===== src/hdl/phfe_pkg.sv =====
// Package for the PPP async HDLC frame encoder: item, result and queue entry types,
// framing constants, FCS and octet-stuffing helper functions.
// No dependencies.
package phfe_pkg;

	localparam logic [7:0] FLAG_BYTE = 8'h7E;
	localparam logic [7:0] ESC_BYTE = 8'h7D;
	localparam logic [7:0] ESC_XOR = 8'h20;
	localparam logic [15:0] FCS_INIT = 16'hFFFF;
	localparam logic [15:0] FCS_POLY = 16'h8408;
	localparam logic [31:0] ACCM_RESET = 32'hFFFF_FFFF;
	localparam int unsigned MAX_BYTES = 8;

	typedef struct packed {
		logic [7:0] data_byte;
		logic       first_byte;
		logic       last_byte;
		logic       escape_all_control;
	} item_t;

	typedef struct packed {
		logic [7:0] out_byte;
		logic       run_last;
		logic       frame_end;
	} result_t;

	typedef struct packed {
		logic [MAX_BYTES-1:0][7:0] bytes;
		logic [2:0]                last_idx;
		logic                      close;
	} entry_t;

	function automatic logic [15:0] fcs_update(input logic [15:0] fcs, input logic [7:0] b);
		logic [15:0] c;
		c = fcs ^ {8'h00, b};
		for (int i = 0; i < 8; i++) begin
			c = c[0] ? ((c >> 1) ^ FCS_POLY) : (c >> 1);
		end
		return c;
	endfunction

	function automatic logic needs_escape(input logic [7:0] b, input logic [31:0] accm,
		input logic all_ctl);
		logic esc;
		esc = (b == ESC_BYTE) || (b == FLAG_BYTE);
		if (b[7:5] == 3'b000 && (all_ctl || accm[b[4:0]])) begin
			esc = 1'b1;
		end
		return esc;
	endfunction

endpackage


===== src/hdl/phfe_front.sv =====
// Front end of the PPP async HDLC frame encoder: ACCM register, running FCS,
// and expansion of one payload byte into its list of stream bytes.
// Depends on phfe_pkg.
module phfe_front (
	input  logic            clk,
	input  logic            arst_n,
	input  logic            cfg_we,
	input  logic [31:0]     cfg_wdata,
	input  logic            take,
	input  phfe_pkg::item_t item,
	output phfe_pkg::entry_t entry
);

	logic [31:0] accm_q;
	logic [15:0] fcs_q;
	logic [15:0] fcs_base;
	logic [15:0] fcs_new;
	logic [15:0] fcs_tx;

	always_ff @(posedge clk or negedge arst_n) begin
		if (!arst_n) begin
			accm_q <= phfe_pkg::ACCM_RESET;
			fcs_q <= phfe_pkg::FCS_INIT;
		end else begin
			if (cfg_we) begin
				accm_q <= cfg_wdata;
			end
			if (take) begin
				fcs_q <= item.last_byte ? phfe_pkg::FCS_INIT : fcs_new;
			end
		end
	end

	assign fcs_base = item.first_byte ? phfe_pkg::FCS_INIT : fcs_q;
	assign fcs_new = phfe_pkg::fcs_update(fcs_base, item.data_byte);
	assign fcs_tx = ~fcs_new;

	always_comb begin
		logic [3:0] n;
		logic [7:0] b;
		n = '0;
		entry.bytes = '0;
		if (item.first_byte) begin
			entry.bytes[n[2:0]] = phfe_pkg::FLAG_BYTE;
			n = n + 4'd1;
		end
		b = item.data_byte;
		if (phfe_pkg::needs_escape(b, accm_q, item.escape_all_control)) begin
			entry.bytes[n[2:0]] = phfe_pkg::ESC_BYTE;
			n = n + 4'd1;
			b = b ^ phfe_pkg::ESC_XOR;
		end
		entry.bytes[n[2:0]] = b;
		n = n + 4'd1;
		if (item.last_byte) begin
			b = fcs_tx[7:0];
			if (phfe_pkg::needs_escape(b, accm_q, item.escape_all_control)) begin
				entry.bytes[n[2:0]] = phfe_pkg::ESC_BYTE;
				n = n + 4'd1;
				b = b ^ phfe_pkg::ESC_XOR;
			end
			entry.bytes[n[2:0]] = b;
			n = n + 4'd1;
			b = fcs_tx[15:8];
			if (phfe_pkg::needs_escape(b, accm_q, item.escape_all_control)) begin
				entry.bytes[n[2:0]] = phfe_pkg::ESC_BYTE;
				n = n + 4'd1;
				b = b ^ phfe_pkg::ESC_XOR;
			end
			entry.bytes[n[2:0]] = b;
			n = n + 4'd1;
			entry.bytes[n[2:0]] = phfe_pkg::FLAG_BYTE;
			n = n + 4'd1;
		end
		entry.last_idx = 3'(n - 4'd1);
		entry.close = item.last_byte;
	end

endmodule


===== src/hdl/phfe_queue.sv =====
// Entry queue between front and back ends of the PPP async HDLC frame encoder.
// Register-based ring buffer with the head visible combinationally. Depends on phfe_pkg.
module phfe_queue #(
	parameter int unsigned DEPTH = 4
) (
	input  logic              clk,
	input  logic              arst_n,
	input  logic              wr_en,
	input  phfe_pkg::entry_t  wr_data,
	input  logic              rd_en,
	output phfe_pkg::entry_t  head,
	output logic              q_empty,
	output logic              q_full
);

	localparam int unsigned AW = (DEPTH > 1) ? $clog2(DEPTH) : 1;
	localparam int unsigned CW = $clog2(DEPTH + 1);

	phfe_pkg::entry_t  slots_q [DEPTH];
	logic [AW-1:0]     wr_ptr_q;
	logic [AW-1:0]     rd_ptr_q;
	logic [CW-1:0]     count_q;

	function automatic logic [AW-1:0] next_ptr(input logic [AW-1:0] p);
		return (p == AW'(DEPTH - 1)) ? '0 : p + 1'b1;
	endfunction

	always_ff @(posedge clk or negedge arst_n) begin
		if (!arst_n) begin
			wr_ptr_q <= '0;
			rd_ptr_q <= '0;
			count_q <= '0;
		end else begin
			if (wr_en) begin
				wr_ptr_q <= next_ptr(wr_ptr_q);
			end
			if (rd_en) begin
				rd_ptr_q <= next_ptr(rd_ptr_q);
			end
			if (wr_en && !rd_en) begin
				count_q <= count_q + 1'b1;
			end else if (rd_en && !wr_en) begin
				count_q <= count_q - 1'b1;
			end
		end
	end

	always_ff @(posedge clk) begin
		if (wr_en) begin
			slots_q[wr_ptr_q] <= wr_data;
		end
	end

	assign head = slots_q[rd_ptr_q];
	assign q_empty = (count_q == '0);
	assign q_full = (count_q == CW'(DEPTH));

endmodule


===== src/hdl/phfe_back.sv =====
// Back end of the PPP async HDLC frame encoder: walks the head entry one stream
// byte per cycle into the result register, while that register is empty or popped. Depends on phfe_pkg.
module phfe_back (
	input  logic              clk,
	input  logic              arst_n,
	input  phfe_pkg::entry_t  head,
	input  logic              q_empty,
	output logic              q_pop,
	input  logic              pop,
	output logic              empty,
	output phfe_pkg::result_t result
);

	logic [2:0]        idx_q;
	logic              out_valid_q;
	phfe_pkg::result_t res_q;
	logic              load;
	logic              done;

	assign load = !q_empty && (!out_valid_q || pop);
	assign done = (idx_q == head.last_idx);
	assign q_pop = load && done;

	always_ff @(posedge clk or negedge arst_n) begin
		if (!arst_n) begin
			idx_q <= '0;
			out_valid_q <= 1'b0;
		end else begin
			if (load) begin
				out_valid_q <= 1'b1;
				idx_q <= done ? 3'd0 : idx_q + 3'd1;
			end else if (pop && out_valid_q) begin
				out_valid_q <= 1'b0;
			end
		end
	end

	always_ff @(posedge clk) begin
		if (load) begin
			res_q.out_byte <= head.bytes[idx_q];
			res_q.run_last <= done;
			res_q.frame_end <= done && head.close;
		end
	end

	assign empty = !out_valid_q;
	assign result = res_q;

	a_end_is_last: assert property (@(posedge clk) disable iff (!arst_n)
		out_valid_q && res_q.frame_end |-> res_q.run_last)
		else $error("closing flag not marked as final byte of its transaction");

	a_end_is_flag: assert property (@(posedge clk) disable iff (!arst_n)
		out_valid_q && res_q.frame_end |-> res_q.out_byte == phfe_pkg::FLAG_BYTE)
		else $error("frame end on a byte other than the flag");

	a_idx_in_range: assert property (@(posedge clk) disable iff (!arst_n)
		!q_empty |-> idx_q <= head.last_idx)
		else $error("byte index past end of entry");

	a_idx_restart: assert property (@(posedge clk) disable iff (!arst_n)
		q_pop |=> idx_q == 3'd0)
		else $error("byte index not cleared after entry retired");

endmodule


===== src/hdl/ppp_async_hdlc_frame_encoder_unit.sv =====
// Path: an accepted transaction is written into a queue slot, then moved into the result register.
// Throughput: one stream byte per cycle from the back end while pop keeps the result
// register draining; an input byte expands there to 1 to 8 stream bytes (flags, escapes,
// FCS). Front accepts one per cycle until the DEPTH-entry queue fills.
// Reset (arst_n low): queue and result register empty, FCS = 0xFFFF, ACCM = 0xFFFFFFFF.
module ppp_async_hdlc_frame_encoder_unit #(
	parameter int unsigned DEPTH = 4
) (
	input  logic              clk,
	input  logic              arst_n,
	input  logic              push,
	output logic              full,
	input  phfe_pkg::item_t   item,
	output logic              empty,
	input  logic              pop,
	output phfe_pkg::result_t result,
	input  logic              cfg_we,
	input  logic [31:0]       cfg_wdata
);

	phfe_pkg::entry_t entry;
	phfe_pkg::entry_t head;
	logic             take;
	logic             q_empty;
	logic             q_pop;

	assign take = push && !full;

	phfe_front u_front (
		.clk       (clk),
		.arst_n    (arst_n),
		.cfg_we    (cfg_we),
		.cfg_wdata (cfg_wdata),
		.take      (take),
		.item      (item),
		.entry     (entry)
	);

	phfe_queue #(
		.DEPTH (DEPTH)
	) u_queue (
		.clk     (clk),
		.arst_n  (arst_n),
		.wr_en   (take),
		.wr_data (entry),
		.rd_en   (q_pop),
		.head    (head),
		.q_empty (q_empty),
		.q_full  (full)
	);

	phfe_back u_back (
		.clk     (clk),
		.arst_n  (arst_n),
		.head    (head),
		.q_empty (q_empty),
		.q_pop   (q_pop),
		.pop     (pop),
		.empty   (empty),
		.result  (result)
	);

endmodule


===== config.mk =====
export PLATFORM = sky130hd
export DESIGN_NAME = ppp_async_hdlc_frame_encoder_unit
export DESIGN_NICKNAME = d
export VERILOG_FILES = /design/src/hdl/phfe_pkg.sv /design/src/hdl/phfe_front.sv /design/src/hdl/phfe_queue.sv /design/src/hdl/phfe_back.sv /design/src/hdl/ppp_async_hdlc_frame_encoder_unit.sv
export SDC_FILE = /design/constraint.sdc
export NUM_CORES = 1
export LEC_CHECK = 0
export ABC_CLOCK_PERIOD_IN_PS = 7250
export BUFFER_PORTS_ARGS = -buffer_cell sky130_fd_sc_hd__buf_4
export CELL_PAD_IN_SITES_DETAIL_PLACEMENT = 1
export CELL_PAD_IN_SITES_GLOBAL_PLACEMENT = 1
export CORE_MARGIN = 2
export CORE_UTILIZATION = 47
export CTS_CLUSTER_DIAMETER = 100
export DETAILED_ROUTE_END_ITERATION = 7
export GPL_ROUTABILITY_DRIVEN = 0
export GPL_TIMING_DRIVEN = 0
export PLACE_DENSITY_LB_ADDON = 0.1
export SYNTH_ARGS = -nofsm -noshare
export SYNTH_HDL_FRONTEND = slang
export SYNTH_SLANG_ARGS = --single-unit

===== constraint.sdc =====
create_clock -name clk -period 7.25 [get_ports clk]
set_clock_uncertainty 0.15 [all_clocks]
set_input_delay 0.725 -clock clk [delete_from_list [all_inputs] [get_ports clk]]
set_output_delay 0.725 -clock clk [all_outputs]
set_load 0.02 [all_outputs]

---- Word-level counts from Yosys, hierarchy flattened ----
Memories as Yosys holds them, arrays and structs flattened.
Cells that the tools add are included.
Widths: inputs -> output; s select.
storage, ports and cells
  logic and storage cells ................. 180
  RAM bits ................................ 272
  memories ................................ 1
  register bits ........................... 69
operators by class
  reduce and logical (&&, ||, !) cells .... 35
  add/subtract/negate cells ............... 13
  bitwise logic cells ..................... 25
  muxes and demuxes ....................... 68
  equality and inequality tests ........... 10
  magnitude comparators ................... 18
memory list
  name             depth  width  rd ports  clocked after memory_dff  write ports  RTL line          source
  u_queue.slots_q  4      68     1         0                         1            phfe_queue.sv:19  phfe_pkg::entry_t slots_q [DEPTH];
operators with widths
  cell                 number
  $mux 64              6
  $bwmux 64            3
  $demux 8 s3          7
  $mux 16              10
  $or 48x48->48        3
  $mux 8               10
  $not 16->16          5
  $and 16x16->16       3
  $eq 8x7->1 const B   6
  $or 6x48->48         1
  $lt 3x4->1 const B   8
  $mux 3               9
  $add 3x1->3 const B  8
  $bmux 8 s3           1
  $not 2->3            8
  $ge 3x1->1 const B   7
  $lt 5x6->1 const B   3
  $mux 6               3
  $logic_and 1x1->1    17
  $and 2x16->16        1
  $xor 16x8->16        1
  $bmux 1 s5           3
  $mux 1               13
  $logic_not 3->1      4
  12 further kinds     29

---- Depth between registers and ports, before layout ----
  depth in word-level cells ............... 39
  depth in mapped cells ................... 24

---- Modules after synthesis ----
A second synthesis with hierarchy kept.
second synthesis, totals
  cells, all modules ...................... 1171
  area total of the unflattened synthesis .. 17478.0 µm²
modules (own cells, without submodules)
  module                             instances  area an instance (µm²)  cells an instance
  phfe_queue                         1          10307.4                 393
  phfe_front                         1          6068.3                  714
  phfe_back                          1          1088.5                  63
  ppp_async_hdlc_frame_encoder_unit  1          13.8                    1

---- Worst setup path after synthesis ----
Ideal clock, no wire load.
  path kind ............................... input to register
  from .................................... in item[3] (netlist name)
  to ...................................... mem u_queue.slots_q[0][40] (netlist name), data pin
  setup slack ............................. 492 ps
  buffers on the path ..................... 4
  cell stages on the path ................. 23
  data arrival time ....................... 6312 ps
  library setup time ...................... 296 ps
  cells stage by stage .................... buf_4 xnor2_1 nor3_2 nor2_1 buf_2 mux4_2 a311oi_1 nand3_1 a31oi_4 buf_4 inv_1 fa_1 inv_1 clkbuf_1 nor2_1 xnor2_1 ha_1 xnor2_1 xnor2_1 nor2_1 mux2_4 a221oi_4 a221oi_2
RTL lines
  what         RTL line                                 source
  from (decl)  ppp_async_hdlc_frame_encoder_unit.sv:13  input phfe_pkg::item_t item,
  to (decl)    phfe_queue.sv:19

==> impl_metrics.json <==
{
  "ctsHtreeMaxLevel": 2,
  "place_area_mm2": 0.01860,
  "fin_cells": 1796,
  "leakage_uw": 0.006954,
  "grt_max_degree": 60,
  "p_total_uw": 10260,
  "core_mm2": 0.03661,
  "synth_edf_count": 282,
  "drc": 0,
  "synth_area_per_cell_um2": 14.64,
  "ys_types": 84,
  "dp_hpwl_mm": 38.21,
  "grt_pass1_vias": 12100,
  "wl_per_cell_um": 30.17,
  "async_reset_ff_share_pct": 17.30,
  "cts_tree": "built",
  "diodes": 0,
  "violations": "capacitance limit",
  "r2r_slack_ns": 0.16,
  "fin_crit_sh_pct": 97.79,
  "tightest_slew_ns": 1.479,
  "cts_buffer_depth": 3,
  "globalRouteOverflowTotal": 0,
  "nFillCells": 3563,
  "worstPathRequired_ns": 7.41,
  "fp.dieH_um": 196.9,
  "start_kind": "flop",
  "drive_gt1_share_pct": 30.57,
  "firstDrtPassIters": 5,
  "viasPerCell": 6.487,
  "vias": 11650,
  "reg2reg_from": "u_front.fcs_q[2]",
  "clock_sinks": 341,
  "clkTransAtPathRegs_ns": 0.06,
  "max_freq_mhz": 141.1,
  "layout.nets": 1367,
  "critPathKind": "flop to flop",
  "status": "finished, violations left",
  "synth_flop_cell": "edfxtp_1",
  "r2r_end": "u_queue.slots_q[0][18]",
  "syn_inst": 1195,
  "arrival_ns": 7.25,
  "grt_pass1_wl_mm": 80.21,
  "maxCapViolations": 1,
  "setup_viol": 0,
  "clock_latency_ns": 0.57,
  "final_cell_area_mm2": 0.02014,
  "antenna_found_initial": 0,
  "num_rows": 70,
  "synth.yosys.seq_area_share_pct": 57.20,
  "drv_slew": 0,
  "synth_warnings": 0,
  "ys_seq_elements": 341,
  "antenna_left": 0,
  "slew_headroom_pct": 0.6880,
  "reg2reg_depth": 23,
  "synth.cell_area_mm2": 0.01749,
  "area_growth_pct": 15.16,
  "boundaryPins": 60,
  "syn_nets": 1261,
  "hold_violations": 0,
  "clockRootBuffer": "clkbuf_16",
  "track_usage_pct": 28.65,
  "wl_mm": 54.19,
  "power_density_mw_per_mm2": 509.3,
  "io_buffers": 54,
  "min_period_ns": 7.090,
  "vdd_drop_max_mv": 0.2701,
  "numPlacedInstances": 1721,
  "cp_max_fo": 10,
  "worstSetupEndpointType": "flop",
  "initial_core_util_pct": 47.77,
  "drt_iter0_drc": 893,
  "numCtsBuffers": 37,
  "final_core_util_pct": 55.01,
  "dieArea_mm2": 0.03877,
  "chipWidth_um": 196.9,
  "hold_path.class": "input port to async pin"
}
cells by family (layout without fill, tap and decap cells):
| group | count (synthesis) | after routing | synth area share [%] |
|---|---|---|---|
| DFF | 341 | 341 | 57.20 |
| xor gates and xnor gates | 67 | 67 | 4.486 |
| and+or+nand+nor | 258 | 258 | 7.033 |
| buffers and inverters | 106 | 239 | 2.504 |
| adders and majority gates | 18 | 18 | 1.374 |
| AOI/OAI and AO/OA | 222 | 222 | 9.472 |
| muxes | 183 | 183 | 17.93 |
critical path, cell delays in order, from the launching register on:
cell       delay [ns]
dfstp_2          0.61
xnor2_1          0.18
mux2_2           0.42
xnor2_2          0.52
a2111oi_0        0.13
or4_1            0.58
a41oi_2          0.33
a31oi_4          0.15
buf_4            0.21
inv_1            0.19
fa_2             0.54
inv_1            0.16
clkbuf_2         0.30
nor2_1           0.10
xnor2_1          0.17
ha_1             0.30
xnor2_4          0.33
xnor2_2          0.15
o311ai_0         0.17
o211ai_1         0.27
buf_4            0.28
nor4_4           0.36
nor3_4           0.09
buf_12           0.14
registers in the layout, indices dropped and copies added (netlist names):
register,cells
u_back.idx_q,3
u_back.out_valid_q,1
u_back.result,10
u_front.accm_q,32
u_front.fcs_q,16
u_queue.count_q,3
u_queue.rd_ptr_q,2
u_queue.slots_q,272
u_queue.wr_ptr_q,2
how the worst max path moves through the flow:
stage	start	endpoint	slack, ns	cells past startpoint
after floorplan	item[3]	u_queue.slots_q[0][40]	0.49	23
after global placement	item[2]	u_queue.slots_q[0][18]	-1.67	25
after detailed placement	item[2]	u_queue.slots_q[0][18]	-1.78	25
after CTS	u_front.fcs_q[0]	u_queue.slots_q[0][18]	0.008	24
after global routing	u_front.fcs_q[0]	u_queue.slots_q[2][18]	-0.04	25
final	u_front.fcs_q[2]	u_queue.slots_q[0][18]	0.16	23
layout make-up:
cell class                      count  area [µm²]  area share (%)
Buffer                             76       342.8           1.702
Timing Repair Buffer               67       595.6           2.957
Sequential cell                   341       10000           49.67
Clock buffer                       44       993.5           4.933
Inverter                           30       112.6          0.5591
Clock inverter                     22       234.0           1.162
Tap cell                          468       585.6           2.907
Multi-Input combinational cell    748        7272           36.11
routing by layer:
layer  vias to the layer above  track usage, %  share of wire, %
li1                       4946               -                 -
met1                      6117           37.91                41
met2                       454           47.66                49
met3                       134           4.740               6.1
met4                         0           11.22               4.3
met5                         -               0                 0
synthesized netlist by cell type (4+ instances only):
| cell type | instances | area share (%) |
|---|---|---|
| dfrtp_1 | 11 | 1.6 |
| a2111oi_0 | 6 | 0.30 |
| nor3_1 | 17 | 0.49 |
| mux2i_1 | 37 | 2.1 |
| mux2_2 | 45 | 2.9 |
| a21o_1 | 5 | 0.21 |
| a22o_1 | 6 | 0.30 |
| o221ai_1 | 7 | 0.35 |
| a21oi_1 | 41 | 1.2 |
| and3_1 | 7 | 0.25 |
| or2_2 | 7 | 0.25 |
| ha_1 | 16 | 1.1 |
| buf_2 | 11 | 0.31 |
| nand3_1 | 33 | 0.94 |
| mux4_2 | 99 | 13 |
| o21ai_0 | 26 | 0.74 |
| or3_1 | 5 | 0.18 |
| nand2b_1 | 6 | 0.21 |
| a2bb2oi_1 | 4 | 0.20 |
| inv_1 | 28 | 0.60 |
| clkbuf_1 | 49 | 1.1 |
| xor2_1 | 16 | 0.80 |
| o211ai_1 | 7 | 0.30 |
| o31ai_1 | 5 | 0.21 |
| edfxtp_1 | 282 | 48 |
| xnor3_1 | 7 | 0.90 |
| a22oi_1 | 29 | 1.2 |
| buf_4 | 5 | 0.21 |
| xnor2_1 | 35 | 1.8 |
| a221oi_2 | 5 | 0.43 |
| a31oi_1 | 11 | 0.39 |
| dfstp_2 | 48 | 7.2 |
| o22ai_1 | 18 | 0.64 |
| nor2b_1 | 9 | 0.32 |
| nand2_1 | 60 | 1.3 |
| a32oi_1 | 11 | 0.55 |
| buf_1 | 10 | 0.21 |
| and2_1 | 7 | 0.25 |
| nor2_1 | 88 | 1.9 |
timing repair:
action	4_1_cts	5_1_grt
resized for setup	23	23
pin swaps	2	3
setup endpoints to repair	264	172
hold buffers	0	0
buffers inserted	2	7
hold endpoints to repair	0	0
per-stage QoR:
stage	setup TNS, ns	setup WS (ns)	hold slack, ns
floorplan	0	0.4922	0.2794
CTS	0	0.007857	0.1224
finish	0	0.1604	0.1019
detailed placement	-289.84	-1.781	0.3340
global placement	-275.84	-1.670	0.3199
global route	-0.4777	-0.03986	0.1500
power breakdown:
part | switching [µW] | internal [µW] | leakage [µW]
clock network | 778 | 1120 | 0.000592
logic | 3200 | 1930 | 0.00309
registers | 182 | 3040 | 0.00327
cell usage in the layout, fill, tap and decap left out, types with 18 or more instances in the layout:
master,Yosys,layout
a21oi_1,41,39
a22oi_1,29,25
buf_4,5,69
clkbuf_1,49,49
clkbuf_16,0,38
dfstp_2,48,48
edfxtp_1,282,282
inv_1,28,28
mux2_2,45,45
mux2i_1,37,35
mux4_2,99,99
nand2_1,60,60
nand3_1,33,33
nor2_1,88,87
o21ai_0,26,26
o22ai_1,18,18
xnor2_1,35,30
No activity file was read; power rests on OpenSTA's default activity.
